## src/rtl/uuidv_pkg.sv

```systemverilog
// ----------------------------------------------------------------------------
// uuidv_pkg
// Shared types and constants for the UUID text validator.
// ----------------------------------------------------------------------------
package uuidv_pkg;

   localparam int POS_WIDTH = 6;

   localparam logic [POS_WIDTH-1:0] POS_LIMIT   = 6'd37;
   localparam logic [POS_WIDTH-1:0] COMPACT_LEN = 6'd32;
   localparam logic [POS_WIDTH-1:0] DASHED_LEN  = 6'd36;

   localparam logic [POS_WIDTH-1:0] DASH_POS_0 = 6'd8;
   localparam logic [POS_WIDTH-1:0] DASH_POS_1 = 6'd13;
   localparam logic [POS_WIDTH-1:0] DASH_POS_2 = 6'd18;
   localparam logic [POS_WIDTH-1:0] DASH_POS_3 = 6'd23;

   localparam logic [7:0] DASH_CHAR = 8'h2D;

   // Classification of one byte.
   typedef struct packed {
      logic is_ws;
      logic is_hex;
      logic is_dash;
   } char_class_type;

endpackage

```

## src/rtl/uuidv_char_class.sv

```systemverilog
// ----------------------------------------------------------------------------
// uuidv_char_class
// Classify one byte as whitespace, hex digit or dash.
// ----------------------------------------------------------------------------
module uuidv_char_class (
   input  logic [7:0]                char_code,
   output uuidv_pkg::char_class_type char_class
);
   import uuidv_pkg::*;

   always_comb begin
      char_class.is_ws   = (char_code == 8'h20) ||
                           ((char_code >= 8'h09) && (char_code <= 8'h0D));
      char_class.is_hex  = ((char_code >= 8'h30) && (char_code <= 8'h39)) ||
                           ((char_code >= 8'h61) && (char_code <= 8'h66)) ||
                           ((char_code >= 8'h41) && (char_code <= 8'h46));
      char_class.is_dash = (char_code == DASH_CHAR);
   end

endmodule

```

## src/rtl/uuidv_scan.sv

```systemverilog
// ----------------------------------------------------------------------------
// uuidv_scan
// Per-string scan state: position counters and form flags, plus the verdict.
// ----------------------------------------------------------------------------
module uuidv_scan (
   input  logic                      clock,
   input  logic                      reset,
   input  logic                      step,
   input  logic                      end_of_string,
   input  uuidv_pkg::char_class_type char_class,
   output logic                      verdict
);
   import uuidv_pkg::*;

   logic                 seen_nonspace_ff, seen_nonspace_in;
   logic [POS_WIDTH-1:0] position_ff, position_in;
   logic [POS_WIDTH-1:0] trimmed_length_ff, trimmed_length_in;
   logic                 compact_ok_ff, compact_ok_in;
   logic                 dashed_ok_ff, dashed_ok_in;

   logic                 dash_pos;
   logic [POS_WIDTH-1:0] pos_inc;

   assign dash_pos = (position_ff == DASH_POS_0) || (position_ff == DASH_POS_1) ||
                     (position_ff == DASH_POS_2) || (position_ff == DASH_POS_3);
   assign pos_inc  = (position_ff < POS_LIMIT) ? position_ff + 6'd1 : position_ff;

   assign verdict = ((trimmed_length_ff == COMPACT_LEN) && compact_ok_ff) ||
                    ((trimmed_length_ff == DASHED_LEN) && dashed_ok_ff);

   always_comb begin
      seen_nonspace_in  = seen_nonspace_ff;
      position_in       = position_ff;
      trimmed_length_in = trimmed_length_ff;
      compact_ok_in     = compact_ok_ff;
      dashed_ok_in      = dashed_ok_ff;
      priority if (end_of_string) begin
         seen_nonspace_in  = 1'b0;
         position_in       = '0;
         trimmed_length_in = '0;
         compact_ok_in     = 1'b1;
         dashed_ok_in      = 1'b1;
      end else if (char_class.is_ws) begin
         if (seen_nonspace_ff) begin
            position_in = pos_inc;
         end
      end else begin
         seen_nonspace_in = 1'b1;
         // whitespace between this byte and the previous one
         if (position_ff != trimmed_length_ff) begin
            compact_ok_in = 1'b0;
            dashed_ok_in  = 1'b0;
         end
         if ((position_ff < COMPACT_LEN) && !char_class.is_hex) begin
            compact_ok_in = 1'b0;
         end
         if (position_ff < DASHED_LEN) begin
            if (dash_pos) begin
               if (!char_class.is_dash) begin
                  dashed_ok_in = 1'b0;
               end
            end else if (!char_class.is_hex) begin
               dashed_ok_in = 1'b0;
            end
         end
         position_in       = pos_inc;
         trimmed_length_in = pos_inc;
      end
   end

   always_ff @(posedge clock) begin
      if (reset) begin
         seen_nonspace_ff  <= 1'b0;
         position_ff       <= '0;
         trimmed_length_ff <= '0;
         compact_ok_ff     <= 1'b1;
         dashed_ok_ff      <= 1'b1;
      end else if (step) begin
         seen_nonspace_ff  <= seen_nonspace_in;
         position_ff       <= position_in;
         trimmed_length_ff <= trimmed_length_in;
         compact_ok_ff     <= compact_ok_in;
         dashed_ok_ff      <= dashed_ok_in;
      end
   end

endmodule

```

## src/rtl/uuid_text_validator.sv

```systemverilog
// ----------------------------------------------------------------------------
// uuid_text_validator
// Stream checker that tells whether a text string is a UUID.
// ----------------------------------------------------------------------------
// Send the string one byte per transaction on req_, and close it with a
// transaction that has req_tlast set (its data byte is ignored). For each
// closing transaction the block returns one rsp_ transaction whose bit 0 is
// 1 when the string, with leading and trailing whitespace removed, is either
// 32 hex digits or the dashed 8-4-4-4-12 form of 36 characters. Whitespace
// is space, tab, newline, vertical tab, form feed and carriage return; hex
// digits may be either case. Bytes are accepted at one per cycle unless
// the input register holds. A byte sits in the input register and updates
// the scan state as it leaves; a closing transaction loads the verdict
// into the result register as it leaves. The input register
// holds only while a closing transaction waits for a stalled result slot.
// ----------------------------------------------------------------------------
module uuid_text_validator (
   input  logic       clock,
   input  logic       reset,
   // request stream
   input  logic       req_tvalid,
   output logic       req_tready,
   input  logic [7:0] req_tdata,   // [7:0] char_code
   input  logic       req_tlast,   // end_of_string
   // response stream
   output logic       rsp_tvalid,
   input  logic       rsp_tready,
   output logic [7:0] rsp_tdata    // [0] is_valid, [7:1] zero
);
   import uuidv_pkg::*;

   // input register
   logic       s1_valid_ff, s1_valid_in;
   logic [7:0] s1_char_ff;
   logic       s1_last_ff;

   // result register
   logic       rsp_valid_ff, rsp_valid_in;
   logic       rsp_is_valid_ff;

   logic           s1_advance;
   logic           rsp_free;
   logic           verdict;
   char_class_type char_class;

   // A result slot is free when empty or being drained this cycle.
   assign rsp_free   = !rsp_valid_ff || rsp_tready;
   // Plain bytes always leave; a closing transaction needs the result slot.
   assign s1_advance = s1_valid_ff && (!s1_last_ff || rsp_free);
   assign req_tready = !s1_valid_ff || s1_advance;

   assign s1_valid_in  = req_tready ? req_tvalid : s1_valid_ff;
   assign rsp_valid_in = (s1_advance && s1_last_ff) ? 1'b1
                       : (rsp_tready ? 1'b0 : rsp_valid_ff);

   uuidv_char_class u_char_class (
      .char_code  (s1_char_ff),
      .char_class (char_class)
   );

   uuidv_scan u_scan (
      .clock         (clock),
      .reset         (reset),
      .step          (s1_advance),
      .end_of_string (s1_last_ff),
      .char_class    (char_class),
      .verdict       (verdict)
   );

   // Control: valid flags
   always_ff @(posedge clock) begin
      if (reset) begin
         s1_valid_ff  <= 1'b0;
         rsp_valid_ff <= 1'b0;
      end else begin
         s1_valid_ff  <= s1_valid_in;
         rsp_valid_ff <= rsp_valid_in;
      end
   end

   // Payload: load input on accept, latch verdict when a string closes
   always_ff @(posedge clock) begin
      if (req_tready && req_tvalid) begin
         s1_char_ff <= req_tdata;
         s1_last_ff <= req_tlast;
      end
      if (s1_advance && s1_last_ff) begin
         rsp_is_valid_ff <= verdict;
      end
   end

   assign rsp_tvalid = rsp_valid_ff;
   assign rsp_tdata  = {7'b0, rsp_is_valid_ff};

   // ------------------------------------------------------------------------
   // Assertions
   // ------------------------------------------------------------------------
   // A new result only ever follows a closing transaction leaving stage one.
   a_rsp_from_last : assert property (@(posedge clock) disable iff (reset)
      (!rsp_valid_ff || rsp_tready) ##1 rsp_valid_ff |->
         $past(s1_advance && s1_last_ff))
      else $error("result appeared without a closing transaction");

   // Plain bytes never stall in the input register.
   a_byte_no_stall : assert property (@(posedge clock) disable iff (reset)
      (s1_valid_ff && !s1_last_ff) |-> (s1_advance && req_tready))
      else $error("plain byte stalled in input register");

   // A closing transaction held back only when the result slot is busy.
   a_last_hold : assert property (@(posedge clock) disable iff (reset)
      (s1_valid_ff && s1_last_ff && !s1_advance) |-> (rsp_valid_ff && !rsp_tready))
      else $error("closing transaction held without a stalled result");

endmodule
```

## config.mk

```make
export PLATFORM = sky130hd
export DESIGN_NAME = uuid_text_validator
export DESIGN_NICKNAME = d
export VERILOG_FILES = /design/src/rtl/uuidv_pkg.sv /design/src/rtl/uuidv_char_class.sv /design/src/rtl/uuidv_scan.sv /design/src/rtl/uuid_text_validator.sv
export SDC_FILE = /design/constraint.sdc
export NUM_CORES = 1
export LEC_CHECK = 0
export ABC_AREA = 1
export BUFFER_PORTS_ARGS = -buffer_cell sky130_fd_sc_hd__buf_2
export CORE_MARGIN = 2
export CORE_UTILIZATION = 50
export CTS_CLUSTER_DIAMETER = 30
export CTS_CLUSTER_SIZE = 10
export DETAILED_ROUTE_END_ITERATION = 12
export PLACE_DENSITY = 0.78
export SYNTH_ARGS = -nofsm -noshare
export SYNTH_HDL_FRONTEND = slang
export SYNTH_HIERARCHICAL = 1
export SYNTH_SLANG_ARGS = --single-unit
```

## constraint.sdc

```tcl
create_clock -name clock -period 1.7 [get_ports clock]
set_input_delay 0 -clock clock [delete_from_list [all_inputs] [get_ports clock]]
set_output_delay 0 -clock clock [all_outputs]
set_load 0.03 [all_outputs]
```

# After elaboration in Yosys (flattened, before gate mapping)
# Cells that the tools add are included.
# totals
latchBits	0
inputBits	13
regBits	27
n_memories	0
romBits	0
out_inout_bits	10
word_cells	83
ramBits	0
# classes
eq_ne	11
magnitude_cmp	11
shift	0
addsub	1
bitwise_logic	0
mux	21
n_mul	0
n_div	0
n_reduce_logical	29
# ops
cell	n
$mux W6	6
$lt A6 B6 Y1 const B	3
$eq A8 B6 Y1 const B	2
$ge A8 B7 Y1 const B	2
$le A8 B7 Y1 const B	2
$mux W1	15
$eq A6 B4 Y1 const B	2
$eq A6 B5 Y1 const B	2
$eq A6 B6 Y1 const B	2
$logic_and A1 B1 Y1	10
$logic_or A1 B1 Y1	10
$ge A8 B4 Y1 const B	1
$ge A8 B6 Y1 const B	1
$le A8 B4 Y1 const B	1
$le A8 B6 Y1 const B	1
$add A6 B1 Y6 const B	1
$ne A6 B6 Y1	1
$logic_not A1 Y1	4
$reduce_and A2 Y1	2
$ne A3 B2 Y1 const B	1
$reduce_and A3 Y1	1
$reduce_bool A3 Y1	1
$ne A2 B2 Y1 const B	1
$reduce_bool A2 Y1	1

# Logic depth before layout (Yosys ltp)
# depth
depth_word	9
depth_mapped	12
depth_no_buf	12

# By module
# Netlist, hierarchy kept.
# modules_own_cells
module	instances	area_per_inst_um2	seq_area_each_um2	cells_per_inst
uuidv_scan	1	1021.0	300.3	141
uuid_text_validator	1	485.5	340.3	38
uuidv_char_class	1	146.4	0.0	34

# Worst setup path before layout
# Ideal clock, no wire load.
# synth_timing
kind	register -> register
from	reg rsp_valid_ff, in the netlist rsp_tvalid
to	reg u_scan.position_ff[3]
path_slack_ns	0.092
synth_period_minus_slack_ns	1.608
n_path_buf	1
stages_incl_launch_ff	11
setup_ns	0.119
arrival_ns	1.488
required_time_ns	1.581
path_cell_list	dfxtp_1 nand2_1 o21ai_0 inv_1 nand2_1 o21ai_2 inv_2 o21ai_2 buf_4 o21ai_0 a21oi_1
# synth_between
elab_chain_len	5
# synth_lines
element	line	rtl
start, declared	uuid_text_validator.sv:38	logic rsp_valid_ff, rsp_valid_in;
start signal, assigned	uuid_text_validator.sv:77	rsp_valid_ff <= rsp_valid_in;
$logic_not A1 Y1	uuid_text_validator.sv:47	assign rsp_free = !rsp_valid_ff || rsp_tready;
$logic_or A1 B1 Y1	uuid_text_validator.sv:47	
$logic_or A1 B1 Y1	uuid_text_validator.sv:49	assign s1_advance = s1_valid_ff && (!s1_last_ff || rsp_free);
$logic_and A1 B1 Y1	uuid_text_validator.sv:49	
net s1_advance	uuid_text_validator.sv:41	logic s1_advance;
$reduce_and A2 Y1 (no source line)	--	
end signal, assigned	uuidv_scan.sv:80	position_ff <= position_in;
end, declared	uuidv_scan.sv:16	logic [POS_WIDTH-1:0] position_ff, position_in;
# The timed path passes the listed nets, and every way through them passes these cells.
# A chain may end at the register's enable or synchronous reset.

# Worst setup path after layout
# layout_timing
from	reg rsp_valid_ff, in the netlist rsp_tvalid
to	reg u_scan.trimmed_length_ff[4]
# layout_between
elab_chain_len	5
# layout_lines
element	line	rtl
$logic_not A1 Y1	uuid_text_validator.sv:47	
$logic_or A1 B1 Y1	uuid_text_validator.sv:47	
$logic_or A1 B1 Y1	uuid_text_validator.sv:49	
$logic_and A1 B1 Y1	uuid_text_validator.sv:49	
net s1_advance	uuid_text_validator.sv:41	
$reduce_and A2 Y1 (no source line)	--	
end signal, assigned	uuidv_scan.sv:81	trimmed_length_ff <= trimmed_length_in;
end, declared	uuidv_scan.sv:17	logic [POS_WIDTH-1:0] trimmed_length_ff, trimmed_length_in;
# The timed path passes the listed nets, and every way through them passes these cells.

==> results.json <==
{
  "groute.usage.overall_pct": 19.0,
  "crit_type": "flop to flop",
  "drtIter0Drc": 39,
  "synth-edff-count": 10,
  "synth_area_per_cell_um2": 7.76,
  "post-route-period-util_pct": 89.6,
  "setup_slack_ns": 0.177,
  "vias_per_cell": 4.97,
  "cts-root-buf": "clkbuf_4",
  "syn-cell-area_um2": 1650,
  "yosysMostFrequentCell": "nand2_1",
  "cpMaxStageDelayCell": "dfxtp_1",
  "drv_cap": 0,
  "setup_viol": 0,
  "hold_violations": 0,
  "hpwl_um": 2360,
  "netlist_top_cells_area": "dfxtp_1, edfxtp_1, nand2_1, inv_1, buf_4",
  "worstPathMaxFanout": 13,
  "synthToLayoutAreaGrowth_pct": 14.5,
  "nets": 259,
  "grt_pass1_wl_um": 5330,
  "yosysWarnings": 6,
  "synth.top_cell.area_share_pct": 20.6,
  "dieArea_um2": 3780,
  "endpoint_kind": "flop",
  "wl_per_cell_um": 11.5,
  "placed_area_um2": 1740,
  "coreArea_um2": 3100,
  "numPortBuffers": 15,
  "netlist_instances": 213,
  "async_flop_share_pct": 0,
  "antenna_found_initial": 0,
  "ys_types": 33,
  "gp_congestion": 0.808,
  "clockBufferDepth": 2,
  "dr.pass1.iters": 4,
  "fin_crit_ns": 1.52,
  "synth_common_cells": "nand2_1, inv_1, dfxtp_1",
  "gr-total-overflow": 0,
  "cts_buffers": 3,
  "path_cells": "nand2_1 > o21ai_0 > inv_1 > nand2_1 > o21ai_2 > buf_4 > o21ai_0 > a21oi_1",
  "ant_nets": 0,
  "totalNegativeSetupSlack_ns": 0,
  "finalPower_uw": 1380,
  "slew_violations": 0,
  "leakage_uw": 0.000877,
  "ir_worst_vdd_v": 0.000524,
  "n_antenna_cell": 0,
  "die_x_um": 61.5,
  "route.detailed.drc": 0,
  "io_pins": 23,
  "insertion_delay_ns": 0.32,
  "seq_area_um2": 642,
  "yosysSeqAreaShare_pct": 38.8,
  "clk_pin_slew_ns": 0.14,
  "crit_arrival_ns": 1.73,
  "design_area_um2": 1890,
  "place_ws_ns": 0.102,
  "cpPeakStageDelay_ns": 0.39,
  "final_util_pct": 61.0,
  "ys_ff_latch": 27,
  "cts_max_level": 1,
  "synth_area_leader_cell": "dfxtp_1",
  "min_path_type": "primary input to flop",
  "multi_input_comb_area_um2": 823,
  "grt_max_degree": 16,
  "cp.required_ns": 1.91,
  "nFillCells": 293,
  "fmax_ghz": 0.656,
  "cp-start-kind": "flop",
  "status": "finished, final reports clean",
  "start_util_pct": 53.3,
  "first_global_vias": 1253,
  "cts_tree": "yes",
  "die_y_um": 61.5,
  "finClkSkew_ns": 0.0142,
  "synth_ff_type": "dfxtp_1",
  "drive_above_1_share_pct": 23.3,
  "p_per_area_nw_per_um2": 730,
  "cts_setup_buffers": 0,
  "routed_wl_um": 3270,
  "core.rowCount": 20,
  "clock_sinks": 27,
  "via_count": 1411
}
cell usage in the layout, fill, tap and decap left out, drive strengths merged:
| master | instances |
|---|---|
| nor3 | 1 |
| o21ai | 22 |
| nand2 | 48 |
| a211oi | 1 |
| edfxtp | 10 |
| or2 | 1 |
| o211ai | 1 |
| a21oi | 16 |
| nand4 | 3 |
| dfxtp | 17 |
| ha | 5 |
| bufinv | 1 |
| xor2 | 5 |
| nor2 | 19 |
| buf | 19 |
| dlygate4sd3 | 11 |
| clkbuf | 3 |
| inv | 30 |
| nand3 | 17 |
| nor4 | 2 |
| conb | 7 |
| clkinv | 1 |
final cells by class:
cell class / instances / share of cell area (%)
timing repair buffer: 30 / 11.4
multi-input combinational: 148 / 43.5
inverter: 31 / 6.87
tap: 44 / 2.91
sequential: 27 / 33.9
clock inverter: 1 / 0.264
clock buffer: 3 / 1.19
power by group:
group	internal [uW]	total [uW]	leakage [uW]	switching (uW)
logic	135	338	0.000622	203
registers	720	778	0.000237	58.1
clock network	88.0	266	0.0000177	178
sequential cells by signal, indices dropped and copies added, names as in the netlist:
name	count
u_scan/trimmed_length_ff	6
u_scan/dashed_ok_ff	1
u_scan/position_ff	6
s1_last_ff	1
s1_char_ff	8
rsp_tvalid	1
rsp_is_valid_ff	1
s1_valid_ff	1
u_scan/seen_nonspace_ff	1
u_scan/compact_ok_ff	1
cell families after synthesis:
kind of cell | Yosys count | synth area share [%]
simple gates | 91 | 27.4
buf+inv | 45 | 13.9
compound gates | 39 | 13.2
flops | 27 | 38.8
xor+xnor | 5 | 2.65
fa+ha+maj | 5 | 3.79
other cells | 1 | 0.227
timing repair:
action | in CTS | in global routing
gates resized for setup | 0 | 5
endpoints found under the hold margin | 11 | 0
hold buffers | 11 | 0
setup endpoints to repair | 0 | 12
routing by layer:
layer | vias to the layer above | global-route usage (%) | part of all wire, % | wire length [um]
met1 | 631 | 26.0 | 46 | 1500
met3 | 6 | 2.73 | 4.8 | 158
met4 | 0 | 6.99 | 1.6 | 51
li1 | 733 | - | - | -
met5 | - | 0 | 0 | 0
met2 | 41 | 30.4 | 48 | 1570
metrics by stage:
stage	hold WS, ns	std cells
finish	0.0776	284
detailed placement	0.179	268
global placement	0.177	268
CTS	0.0658	283
global route	0.103	284
floorplan	0.0624	219
worst max-delay path: cells and delay by family, from the launching register on:
| kind | cells | cell delay, ns |
|---|---|---|
| AO/OA/AOI/OAI | 4 | 0.51 |
| flip-flops | 1 | 0.39 |
| buffers and inverters | 2 | 0.27 |
| AND/OR/NAND/NOR | 2 | 0.23 |
path summary, 6_finish.rpt:
kind                              from                          end  slack (ns)  cells after the start
setup reg to reg            rsp_tvalid  u_scan/trimmed_length_ff[4]        0.18                      8
hold reg to reg   u_scan/compact_ok_ff         u_scan/compact_ok_ff        0.49                      2
hold / removal              rsp_tready                   rsp_tvalid        0.08                      6
setup / recovery            rsp_tvalid  u_scan/trimmed_length_ff[4]        0.18                      8
Note: power is estimated with default switching activity, not from simulation.
